`config.mk`:
```
export PLATFORM = sky130hd
export DESIGN_NAME = path_canonicalizer
export DESIGN_NICKNAME = d
export VERILOG_FILES = /design/src/rtl/pcan_pkg.sv /design/src/rtl/pcan_stack.sv /design/src/rtl/pcan_engine.sv /design/src/rtl/pcan_rqueue.sv /design/src/rtl/path_canonicalizer.sv
export SDC_FILE = /design/constraint.sdc
export NUM_CORES = 2
export LEC_CHECK = 0
export BUFFER_PORTS_ARGS = -buffer_cell sky130_fd_sc_hd__buf_2
export CORE_MARGIN = 2
export CORE_UTILIZATION = 27
export CTS_CLUSTER_SIZE = 12
export DETAILED_ROUTE_END_ITERATION = 6
export PLACE_DENSITY = 0.41
export SKIP_CTS_REPAIR_TIMING = 1
export SLEW_MARGIN = 15
export SYNTH_ARGS = -nofsm -noshare
export SYNTH_HDL_FRONTEND = slang
export SYNTH_HIERARCHICAL = 1
export SYNTH_SLANG_ARGS = --single-unit
```
`constraint.sdc`:
```
create_clock -name clk -period 19.69 [get_ports clk]
set_input_delay 0.9845 -clock clk [delete_from_list [all_inputs] [get_ports clk]]
set_output_delay 0.9845 -clock clk [all_outputs]
set_load 0.02 [all_outputs]
```
`src/rtl/pcan_pkg.sv`:
```
// ----------------------------------------------------------------------------
// Path canonicalizer package
// Shared types, limits and byte codes for the lexical path canonicalizer.
// ----------------------------------------------------------------------------
package pcan_pkg;

  localparam int MAX_COMPONENTS = 62;
  localparam int MAX_LEN        = 4096;

  localparam int PTR_W   = $clog2(MAX_LEN + 1);
  localparam int DEPTH_W = $clog2(MAX_COMPONENTS + 1);
  localparam int STK_AW  = (MAX_COMPONENTS > 1) ? $clog2(MAX_COMPONENTS) : 1;
  localparam int POS_W   = 13;

  localparam int MAX_RES  = 4;
  localparam int RES_CW   = $clog2(MAX_RES + 1);
  localparam int RQ_DEPTH = 8;
  localparam int RQ_AW    = $clog2(RQ_DEPTH);
  localparam int RQ_CW    = $clog2(RQ_DEPTH + 1);

  localparam logic [7:0] CH_SEP = 8'h2F;
  localparam logic [7:0] CH_DOT = 8'h2E;

  typedef enum logic [1:0] {
    KIND_WRITE  = 2'd0,
    KIND_LENGTH = 2'd1,
    KIND_ERROR  = 2'd2
  } kind_t;

  typedef struct packed {
    logic [7:0] ch;
    logic       last_char;
  } in_item_t;

  typedef struct packed {
    kind_t            kind;
    logic [POS_W-1:0] position;
    logic [7:0]       out_byte;
    logic             path_done;
  } out_item_t;

  typedef struct packed {
    logic [RES_CW-1:0]          cnt;
    out_item_t [MAX_RES-1:0]    items;
  } res_burst_t;

  typedef struct packed {
    logic             push;
    logic             pop;
    logic             clear;
    logic [PTR_W-1:0] val;
  } stk_ctl_t;

  typedef struct packed {
    logic [DEPTH_W-1:0] depth;
    logic [PTR_W-1:0]   top;
  } stk_stat_t;

endpackage

```
`src/rtl/pcan_stack.sv`:
```
// ----------------------------------------------------------------------------
// Component start stack
// Holds the top entry in a register and the rest in a memory, with the entry
// below the top prefetched every cycle, so a pop takes it as the new top.
// ----------------------------------------------------------------------------
module pcan_stack
  import pcan_pkg::*;
(
  input  logic      clk,
  input  logic      rst_n,
  input  stk_ctl_t  ctl,
  output stk_stat_t stat
);

  logic [PTR_W-1:0]   mem [MAX_COMPONENTS];
  logic [DEPTH_W-1:0] depth_r;
  logic [DEPTH_W-1:0] depth_nxt;
  logic [PTR_W-1:0]   top_r;
  logic [PTR_W-1:0]   top_nxt;
  logic [PTR_W-1:0]   rd_q_r;
  logic [PTR_W-1:0]   byp_val_r;
  logic               byp_r;
  logic [PTR_W-1:0]   below;
  logic               we;
  logic [STK_AW-1:0]  wa;
  logic [STK_AW-1:0]  ra;

  assign below = byp_r ? byp_val_r : rd_q_r;
  assign we    = ctl.push && !ctl.clear && (depth_r != '0);
  assign wa    = STK_AW'(depth_r - DEPTH_W'(1));

  always_comb begin
    priority if (ctl.clear) begin
      depth_nxt = '0;
    end else if (ctl.push) begin
      depth_nxt = depth_r + DEPTH_W'(1);
    end else if (ctl.pop) begin
      depth_nxt = depth_r - DEPTH_W'(1);
    end else begin
      depth_nxt = depth_r;
    end
  end

  always_comb begin
    priority if (ctl.push) begin
      top_nxt = ctl.val;
    end else if (ctl.pop) begin
      top_nxt = below;
    end else begin
      top_nxt = top_r;
    end
  end

  assign ra = (depth_nxt >= DEPTH_W'(2)) ? STK_AW'(depth_nxt - DEPTH_W'(2)) : '0;

  always_ff @(posedge clk) begin
    if (!rst_n) begin
      depth_r <= '0;
      byp_r   <= 1'b0;
    end else begin
      depth_r <= depth_nxt;
      byp_r   <= we;
    end
  end

  always_ff @(posedge clk) begin
    if (we) begin
      mem[wa] <= top_r;
    end
    rd_q_r    <= mem[ra];
    byp_val_r <= top_r;
    top_r     <= top_nxt;
  end

  assign stat.depth = depth_r;
  assign stat.top   = top_r;

endmodule

```
`src/rtl/pcan_engine.sv`:
```
// ----------------------------------------------------------------------------
// Path rewrite engine
// Classifies one path byte per cycle while go is high, updates the path state
// and emits the byte's buffer writes and, on a last byte, the length or error.
// ----------------------------------------------------------------------------
module pcan_engine
  import pcan_pkg::*;
(
  input  logic       clk,
  input  logic       rst_n,
  input  logic       go,
  input  in_item_t   item,
  output res_burst_t burst
);

  stk_ctl_t         stk_ctl;
  stk_stat_t        stk_stat;

  logic [PTR_W-1:0] wp_r;
  logic [PTR_W-1:0] wp_nxt;
  logic [1:0]       held_r;
  logic [1:0]       held_nxt;
  logic             incomp_r;
  logic             incomp_nxt;
  logic             start_r;
  logic             start_nxt;
  logic             err_r;
  logic             err_nxt;

  logic [7:0]       seq [MAX_RES];
  logic [1:0]       nb;
  logic [1:0]       ne;
  logic             push;
  logic             pop;
  logic             full;
  logic [PTR_W-1:0] room;
  logic [PTR_W-1:0] wp_after;
  logic [PTR_W-1:0] len;

  assign full = stk_stat.depth >= DEPTH_W'(MAX_COMPONENTS);

  always_comb begin
    held_nxt   = held_r;
    incomp_nxt = incomp_r;
    start_nxt  = start_r;
    err_nxt    = err_r;
    push       = 1'b0;
    pop        = 1'b0;
    nb         = 2'd0;
    for (int k = 0; k < MAX_RES; k++) begin
      seq[k] = 8'h00;
    end
    if (!err_r) begin
      if (start_r) begin
        start_nxt = 1'b0;
      end
      priority if (start_r && item.ch == CH_SEP) begin
        nb     = 2'd1;
        seq[0] = CH_SEP;
      end else if (incomp_r) begin
        nb     = 2'd1;
        seq[0] = item.ch;
        if (item.ch == CH_SEP) begin
          incomp_nxt = 1'b0;
        end
      end else if (held_r != 2'd0) begin
        priority if (item.ch == CH_SEP) begin
          if (held_r == 2'd2) begin
            if (stk_stat.depth != '0) begin
              pop = 1'b1;
            end else begin
              nb     = 2'd3;
              seq[0] = CH_DOT;
              seq[1] = CH_DOT;
              seq[2] = CH_SEP;
            end
          end
          held_nxt = 2'd0;
        end else if (item.ch == CH_DOT && held_r == 2'd1) begin
          held_nxt = 2'd2;
        end else begin
          if (full) begin
            err_nxt = 1'b1;
          end else begin
            push       = 1'b1;
            incomp_nxt = 1'b1;
            if (held_r == 2'd2) begin
              nb     = 2'd3;
              seq[0] = CH_DOT;
              seq[1] = CH_DOT;
              seq[2] = item.ch;
            end else begin
              nb     = 2'd2;
              seq[0] = CH_DOT;
              seq[1] = item.ch;
            end
          end
          held_nxt = 2'd0;
        end
      end else if (item.ch == CH_SEP) begin
        held_nxt = 2'd0;
      end else if (item.ch == CH_DOT) begin
        held_nxt = 2'd1;
      end else if (full) begin
        err_nxt = 1'b1;
      end else begin
        push       = 1'b1;
        nb         = 2'd1;
        seq[0]     = item.ch;
        incomp_nxt = 1'b1;
      end

      if (item.last_char && !err_nxt && held_nxt != 2'd0) begin
        if (held_nxt == 2'd2) begin
          if (stk_stat.depth != '0) begin
            pop = 1'b1;
          end else begin
            nb         = 2'd2;
            seq[0]     = CH_DOT;
            seq[1]     = CH_DOT;
            incomp_nxt = 1'b1;
          end
        end
        held_nxt = 2'd0;
      end
    end
  end

  assign room     = PTR_W'(MAX_LEN) - wp_r;
  assign ne       = (PTR_W'(nb) > room) ? room[1:0] : nb;
  assign wp_after = pop ? stk_stat.top : wp_r + PTR_W'(ne);
  assign len      = (!incomp_nxt && wp_after > PTR_W'(1)) ? wp_after - PTR_W'(1) : wp_after;

  always_comb begin
    for (int k = 0; k < MAX_RES; k++) begin
      burst.items[k].kind      = KIND_WRITE;
      burst.items[k].position  = POS_W'(wp_r + PTR_W'(k));
      burst.items[k].out_byte  = seq[k];
      burst.items[k].path_done = 1'b0;
      if (RES_CW'(k) == RES_CW'(ne)) begin
        burst.items[k].out_byte  = 8'h00;
        burst.items[k].path_done = 1'b1;
        if (err_nxt) begin
          burst.items[k].kind     = KIND_ERROR;
          burst.items[k].position = '0;
        end else begin
          burst.items[k].kind     = KIND_LENGTH;
          burst.items[k].position = POS_W'(len);
        end
      end
    end
    burst.cnt = go ? RES_CW'(ne) + RES_CW'(item.last_char) : '0;
  end

  assign stk_ctl.push  = go && push;
  assign stk_ctl.pop   = go && pop;
  assign stk_ctl.clear = go && item.last_char;
  assign stk_ctl.val   = wp_r;

  pcan_stack u_stack (
    .clk  (clk),
    .rst_n(rst_n),
    .ctl  (stk_ctl),
    .stat (stk_stat)
  );

  assign wp_nxt = wp_after;

  always_ff @(posedge clk) begin
    if (!rst_n) begin
      wp_r     <= '0;
      held_r   <= 2'd0;
      incomp_r <= 1'b0;
      start_r  <= 1'b1;
      err_r    <= 1'b0;
    end else if (go) begin
      if (item.last_char) begin
        wp_r     <= '0;
        held_r   <= 2'd0;
        incomp_r <= 1'b0;
        start_r  <= 1'b1;
        err_r    <= 1'b0;
      end else begin
        wp_r     <= wp_nxt;
        held_r   <= held_nxt;
        incomp_r <= incomp_nxt;
        start_r  <= start_nxt;
        err_r    <= err_nxt;
      end
    end
  end

  a_pop_nonempty: assert property (@(posedge clk) disable iff (!rst_n)
    stk_ctl.pop |-> stk_stat.depth != '0)
    else $error("pop from empty component stack");

  a_push_room: assert property (@(posedge clk) disable iff (!rst_n)
    stk_ctl.push |-> !full && !stk_ctl.pop)
    else $error("push on full stack or with pop");

  a_last_clears: assert property (@(posedge clk) disable iff (!rst_n)
    go && item.last_char |=> start_r && !err_r && wp_r == '0 && stk_stat.depth == '0)
    else $error("path state not cleared after last item");

endmodule

```
`src/rtl/pcan_rqueue.sv`:
```
// ----------------------------------------------------------------------------
// Result queue
// Takes a burst of up to four result items per cycle and hands them out one
// item per cycle on the output channel while out_stall is low.
// ----------------------------------------------------------------------------
module pcan_rqueue
  import pcan_pkg::*;
(
  input  logic       clk,
  input  logic       rst_n,
  input  res_burst_t burst,
  output logic       room,
  output logic       out_valid,
  input  logic       out_stall,
  output out_item_t  out_item
);

  out_item_t        q_r [RQ_DEPTH];
  logic [RQ_AW-1:0] head_r;
  logic [RQ_AW-1:0] tail_r;
  logic [RQ_CW-1:0] cnt_r;
  logic [RQ_CW-1:0] cnt_nxt;
  logic             pop;
  logic [RQ_CW-1:0] cnt_left;

  assign out_valid = cnt_r != '0;
  assign out_item  = q_r[head_r];
  assign pop       = out_valid && !out_stall;
  assign cnt_left  = cnt_r - RQ_CW'(pop);
  assign room      = cnt_left <= RQ_CW'(RQ_DEPTH - MAX_RES);
  assign cnt_nxt   = cnt_left + RQ_CW'(burst.cnt);

  always_ff @(posedge clk) begin
    if (!rst_n) begin
      head_r <= '0;
      tail_r <= '0;
      cnt_r  <= '0;
    end else begin
      head_r <= head_r + RQ_AW'(pop);
      tail_r <= tail_r + RQ_AW'(burst.cnt);
      cnt_r  <= cnt_nxt;
    end
  end

  always_ff @(posedge clk) begin
    for (int k = 0; k < MAX_RES; k++) begin
      if (RES_CW'(k) < burst.cnt) begin
        q_r[RQ_AW'(tail_r + RQ_AW'(k))] <= burst.items[k];
      end
    end
  end

  a_no_overflow: assert property (@(posedge clk) disable iff (!rst_n)
    burst.cnt != '0 |-> cnt_left + RQ_CW'(burst.cnt) <= RQ_CW'(RQ_DEPTH))
    else $error("result queue overflow");

endmodule

```
`src/rtl/path_canonicalizer.sv`:
```
// ----------------------------------------------------------------------------
// Lexical path canonicalizer
// Rewrites a byte-serial path: keeps the root slash, collapses separators,
// drops '.', resolves '..', emits buffer writes and final length or error.
// ----------------------------------------------------------------------------
// Flow: an accepted item is registered, then the engine's results for it are
//   written into the result queue, which offers them on the output.
// Throughput: one item per cycle while each item yields at most one result
//   and out_stall is low; bursts of up to four results drain one per cycle.
// Reset: synchronous active-low rst_n clears all control state; the component
//   start memory needs no clearing, as every entry is written before it is read.
// ----------------------------------------------------------------------------
module path_canonicalizer
  import pcan_pkg::*;
(
  input  logic      clk,
  input  logic      rst_n,
  input  logic      in_valid,
  output logic      in_stall,
  input  in_item_t  in_item,
  output logic      out_valid,
  input  logic      out_stall,
  output out_item_t out_item
);

  in_item_t   item_r;
  logic       item_v_r;
  logic       room;
  logic       go;
  res_burst_t burst;

  assign go       = item_v_r && room;
  assign in_stall = item_v_r && !room;

  always_ff @(posedge clk) begin
    if (!rst_n) begin
      item_v_r <= 1'b0;
    end else if (in_valid && !in_stall) begin
      item_v_r <= 1'b1;
    end else if (go) begin
      item_v_r <= 1'b0;
    end
  end

  always_ff @(posedge clk) begin
    if (in_valid && !in_stall) begin
      item_r <= in_item;
    end
  end

  pcan_engine u_engine (
    .clk  (clk),
    .rst_n(rst_n),
    .go   (go),
    .item (item_r),
    .burst(burst)
  );

  pcan_rqueue u_rqueue (
    .clk      (clk),
    .rst_n    (rst_n),
    .burst    (burst),
    .room     (room),
    .out_valid(out_valid),
    .out_stall(out_stall),
    .out_item (out_item)
  );

endmodule

```
Word level (Yosys, flattened, before mapping)
Memory sizes are Yosys's and may differ from the RTL's. A register that Yosys moved wholly into a read port is not among the register bits. Cells that the tools add are included.

Reduce and logical (&&, ||, !) cells: 28. Add/subtract/negate cells: 17. Magnitude comparators: 9. Mux-type cells: 117. Equality and inequality tests: 9.

Operators by type and width (count): two-way mux 24 bit (9); two-way mux 16 bit (6); two-way mux 13 bit (6); two-way mux 8 bit (8); two-way mux 1 bit (54); two-way mux 2 bit (26); adder 13 x 2 -> 13 bit (second input constant) (2); two-way mux 6 bit (4); two-way mux 22 bit (1); equality test 8 x 6 -> 1 bit (second input constant) (2); two-way mux 15 bit (1); logical AND 1 bit (14); adder 13 x 1 -> 13 bit (second input constant) (1); adder 13 x 2 -> 13 bit (1); > comparator 13 x 1 -> 1 bit (second input constant) (1); > comparator 2 x 13 -> 1 bit (1); subtractor 13 x 1 -> 13 bit (second input constant) (1); subtractor 13 bit (first input constant) (1); nonzero test 2 bit (4); adder 3 x 2 -> 3 bit (second input constant) (2); adder 6 x 1 -> 6 bit (second input constant) (1); greater-or-equal comparator 6 x 2 -> 1 bit (second input constant) (1); greater-or-equal comparator 6 bit (second input constant) (1); logical NOT 1 bit (6); 21 further kinds (26).

Memories: 2. Logic and storage cells: 197. Flip-flop bits (word level): 71. RAM bits: 998.

Memories: u_engine.u_stack.mem (depth 62, bits a word 13, rd ports 1, clocked after Yosys merged registers in 1, write ports 1, line pcan_stack.sv:15) `logic [PTR_W-1:0] mem [MAX_COMPONENTS];`; u_rqueue.q_r (depth 8, bits a word 24, rd ports 1, clocked after Yosys merged registers in 1, write ports 4, line pcan_rqueue.sv:18) `out_item_t q_r [RQ_DEPTH];`.

Depth between registers and ports, before layout
Word-level depth: 22. Depth in mapped cells: 31.

Cells and area by module
The synthesis kept the hierarchy.

By module, submodules not included: pcan_stack (cells each 2376, times used 1, area each 33941.3 um^2); pcan_rqueue (cells each 1313, times used 1, area each 12884.9 um^2); pcan_engine (cells each 628, times used 1, area each 4065.1 um^2); path_canonicalizer (cells each 14, times used 1, area each 324.1 um^2).

Worst setup path before layout
Ideal clock, no wire load.

Path type: flip-flop to flip-flop. Start point: reg item_r[1] (netlist name). End point: mem u_rqueue/q_r[0][0] (netlist name), enable pin. Slack: 11705 ps. Cell stages (with the launch flop): 23. Arrival time: 7495 ps. Setup time: 490 ps. Path buffers: 3. Cell sequence: edfxtp_1 -> clkbuf_1 -> or4b_1 -> a211o_1 -> a211oi_4 -> nand2_2 -> o22ai_2 -> ha_1 -> a22oi_1 -> o211ai_1 -> a221oi_1 -> nand2_1 -> a2111o_1 -> clkbuf_1 -> nand2_1 -> o21ai_0 -> ha_1 -> ha_1 -> and2_1 -> buf_2 -> or2_2 -> o21ai_0 -> o311ai_0.

RTL lines: start: declaration (line path_canonicalizer.sv:26) `in_item_t item_r;`; start signal: assignment (line path_canonicalizer.sv:47) `item_r <= in_item;`; end: declaration (line pcan_rqueue.sv:18).

==> flow_metrics.py <==
metrics = {
    "status": {
        "status": "finished with violations",
        "violations": "design-rule violations",
    },
    "sta": {
        "rsz0062_at_grt": "no",
        "fmax_mhz": 112,
        "skew_ps": 88.9,
        "slew_viol_final": 0,
        "tightest_slew_ps": 1180,
        "min_period_ps": 8910,
        "setup_tns_ps": 0,
        "setup_viol": 0,
        "maxSlewHeadroom": 0.213,
        "finalHoldViolCount": 0,
        "period_share": 0.452,
    },
    "logic_synthesis": {
        "synth_edf_count": 1020,
        "netlist.area_leader.share": 0.598,
        "synth_xor_xnor_area_share": 0.0124,
        "netlist_area_um2": 51200,
        "yosys_most_used_dff": "edfxtp_1",
        "ys_types": 99,
        "synth_mux_area_frac": 0.0668,
        "synth-warning-count": 6,
        "post-synth-top-count-cell": "edfxtp_1",
        "synth_fa_ha_area_frac": 0.00777,
        "synth_top_family_by_area": "simple AND/OR/NAND/NOR gates",
        "yosys.area.top_type": "edfxtp_1",
        "ys_async_sr_fraction": 0,
        "syn_area_per_cell_um2": 11.8,
        "synth-compound-area-share": 0.126,
        "synthTopCellsByArea": "edfxtp_1 (60%), nand2_1 (5.7%), mux4_2 (4.0%)",
        "syn-instance-count": 4331,
        "netlist_top_cells_count": "edfxtp_1 (1,020), nand2_1 (776), nor2_1 (336), o22ai_1 (252), clkbuf_1 (230)",
        "synth_seq_area_share": 0.622,
        "ys_ff_latch": 1082,
        "synthSimpleGateAreaFrac": 0.128,
    },
    "critical_path": {
        "r2r_slack_ps": 10780,
        "path_delay_family": "compound AO/OA/AOI/OAI gates",
        "r2r_end": "u_rqueue/q_r[2][15]",
        "r2r_start": "item_r[8]",
        "max_stage_delay_ps": 850,
        "startpoint_type": "register",
        "critPathKind": "reg -> reg",
        "path_buf_inv": 1,
        "r2r_cells": 26,
        "arrival_ps": 9470,
        "critPathSlowestCell": "nor4_2",
        "critPathRequiredTime_ps": 20250,
        "worst-path-max-fanout": 11,
        "worst_setup_path_end_kind": "register",
    },
    "place": {
        "gp_congestion": 0.843,
        "place_area_um2": 54200,
        "dpl.hpwl_mm": 111,
        "io_buffers": 38,
    },
    "worst_hold_path": {
        "hold_depth": 1,
        "hp-start": "in_item[0]",
        "hp-class": "in -> reg",
        "hold_end": "item_r[0]",
    },
    "run": {
        "drv_cap": 0,
    },
    "detailed_routing": {
        "wl_mm": 190,
        "drc": 1,
        "routedWlPerCell_um": 27.9,
        "first_pass_iters": 7,
        "drtIter0Drc": 3657,
        "vias_per_cell": 5.41,
        "drtAntennaViolNets": 0,
        "num_vias": 36900,
    },
    "cells_and_area": {
        "area_growth_pct": 13.4,
        "final_layout_size_suffix_gt1_frac": 0.135,
        "nets": 4270,
        "stdcell_area_um2": 58100,
    },
    "floorplan": {
        "die_x_um": 440,
        "die_h_um": 440,
        "start_util": 0.272,
        "rows": 159,
        "dieArea_um2": 193000,
        "io_pins": 39,
        "core_area_um2": 188000,
    },
    "power": {
        "peakVddDrop_v": 0.000134,
        "p_per_area_nw_per_um2": 137,
        "p_leak_nw": 19.0,
    },
    "global_routing": {
        "grtUsageMet1": 0.264,
        "grt_first_pass_wirelength_mm": 271,
        "busiest_layer": "met2",
        "grtUsageMet3": 0.0320,
        "grt_pass1_vias": 35400,
        "grt_max_degree": 123,
        "antenna_found_initial": 1,
        "grt_overflow": 0,
        "grt_use_met2": 0.306,
        "grt.total_usage": 0.192,
    },
    "clock_tree": {
        "h-tree-depth": 3,
        "clock_latency_ps": 790,
        "clockBufferDepth": 3,
        "cts_tree": "built",
        "cts.sinks": 1082,
        "numCtsBuffers": 121,
        "path_clk_slew_ps": 60,
        "cts-root-buf": "clkbuf_16",
    },
}
## per-stage QoR
step | setup WS, ps | utilization | power (W) | instances | hold WS, ps
after floorplan | 11700 | - | 0.00455 | 4338 | 505
after global placement | 10500 | 0.288 | 0.00583 | 6597 | 589
after detailed placement | 10460 | 0.288 | 0.00584 | 6598 | 585
after CTS | 10720 | 0.308 | 0.00806 | 6823 | 376
after global routing | 10260 | 0.308 | 0.00830 | 6824 | 404
final | 10780 | 0.309 | 0.00797 | 6825 | 444
## cell usage in the layout, fill, tap and decap left out, types with 60 or more instances in the layout
| cell | count |
|---|---|
| a31oi_1 | 160 |
| mux4_2 | 91 |
| o21ai_0 | 82 |
| buf_4 | 140 |
| and2_1 | 64 |
| dfxtp_1 | 60 |
| nand2_1 | 776 |
| edfxtp_1 | 1020 |
| mux2i_1 | 93 |
| o22ai_1 | 252 |
| nor2_1 | 307 |
| clkbuf_16 | 122 |
| a21oi_1 | 148 |
| nand3_1 | 104 |
## how the worst max path moves through the flow
| stage | startpoint | endpoint | slack [ps] | cells after the start |
|---|---|---|---|---|
| after floorplan | item_r[1] | u_rqueue/q_r[0][0] | 11700 | 22 |
| after global placement | out_stall | u_engine/u_stack/rd_q_r[0] | 10500 | 24 |
| after detailed placement | out_stall | u_engine/u_stack/rd_q_r[0] | 10460 | 24 |
| after CTS | u_rqueue/cnt_r[1] | u_engine/u_stack/rd_q_r[0] | 10720 | 24 |
| after global routing | item_r[8] | u_rqueue/q_r[6][15] | 10260 | 26 |
| final | item_r[8] | u_rqueue/q_r[2][15] | 10780 | 26 |
## routing by layer
metal	wire, um	part of all wire	vias up
met5	0	0	-
met4	6820	0.036	0
met3	12100	0.064	405
met2	88200	0.46	1564
met1	83200	0.44	18800
li1	-	-	16100
## logic make-up after synthesis
group                    count (synthesis)
other                                    1
AND/OR/NAND/NOR                       1497
AO/OA/AOI/OAI                          966
XOR/XNOR                                71
buffers and inverters                  463
adder cells (fa/ha/maj)                 30
multiplexers                           221
flip-flops                            1082
## sequential cells by signal, summed over array words and instances (netlist names)
register and count:
u_rqueue/head_r 3, u_engine/u_stack/top_r 13, u_rqueue/tail_r 3, u_engine/wp_r 13
u_rqueue/cnt_r 4, u_engine/start_r 1, u_engine/held_r 2, u_engine/err_r 1
u_engine/u_stack/byp_val_r 13, u_engine/u_stack/depth_r 6, u_engine/u_stack/byp_r 1, item_r 9
item_v_r 1, u_rqueue/q_r 192, u_engine/u_stack/mem 806, u_engine/incomp_r 1
u_engine/u_stack/rd_q_r 13
## cell type report
| type | count | area (um2) |
|---|---|---|
| clock inverter | 64 | 614 |
| tap | 2495 | 3120 |
| antenna | 1 | 2.50 |
| fill | 19100 | 130000 |
| clock buffer | 161 | 3220 |
| multi-input combinational | 2793 | 17700 |
| sequential | 1082 | 31900 |
| inverter | 47 | 176 |
| timing repair buffer | 182 | 1300 |
## power breakdown
group	switching, W	leakage [nW]	internal, W	total [W]
clock network	0.000965	1.86	0.00124	0.00221
logic	0.00207	7.41	0.000814	0.00288
registers	0.0000852	9.74	0.00279	0.00288
total	0.00312	19.0	0.00485	0.00797
(Power assumes the default switching activity.)
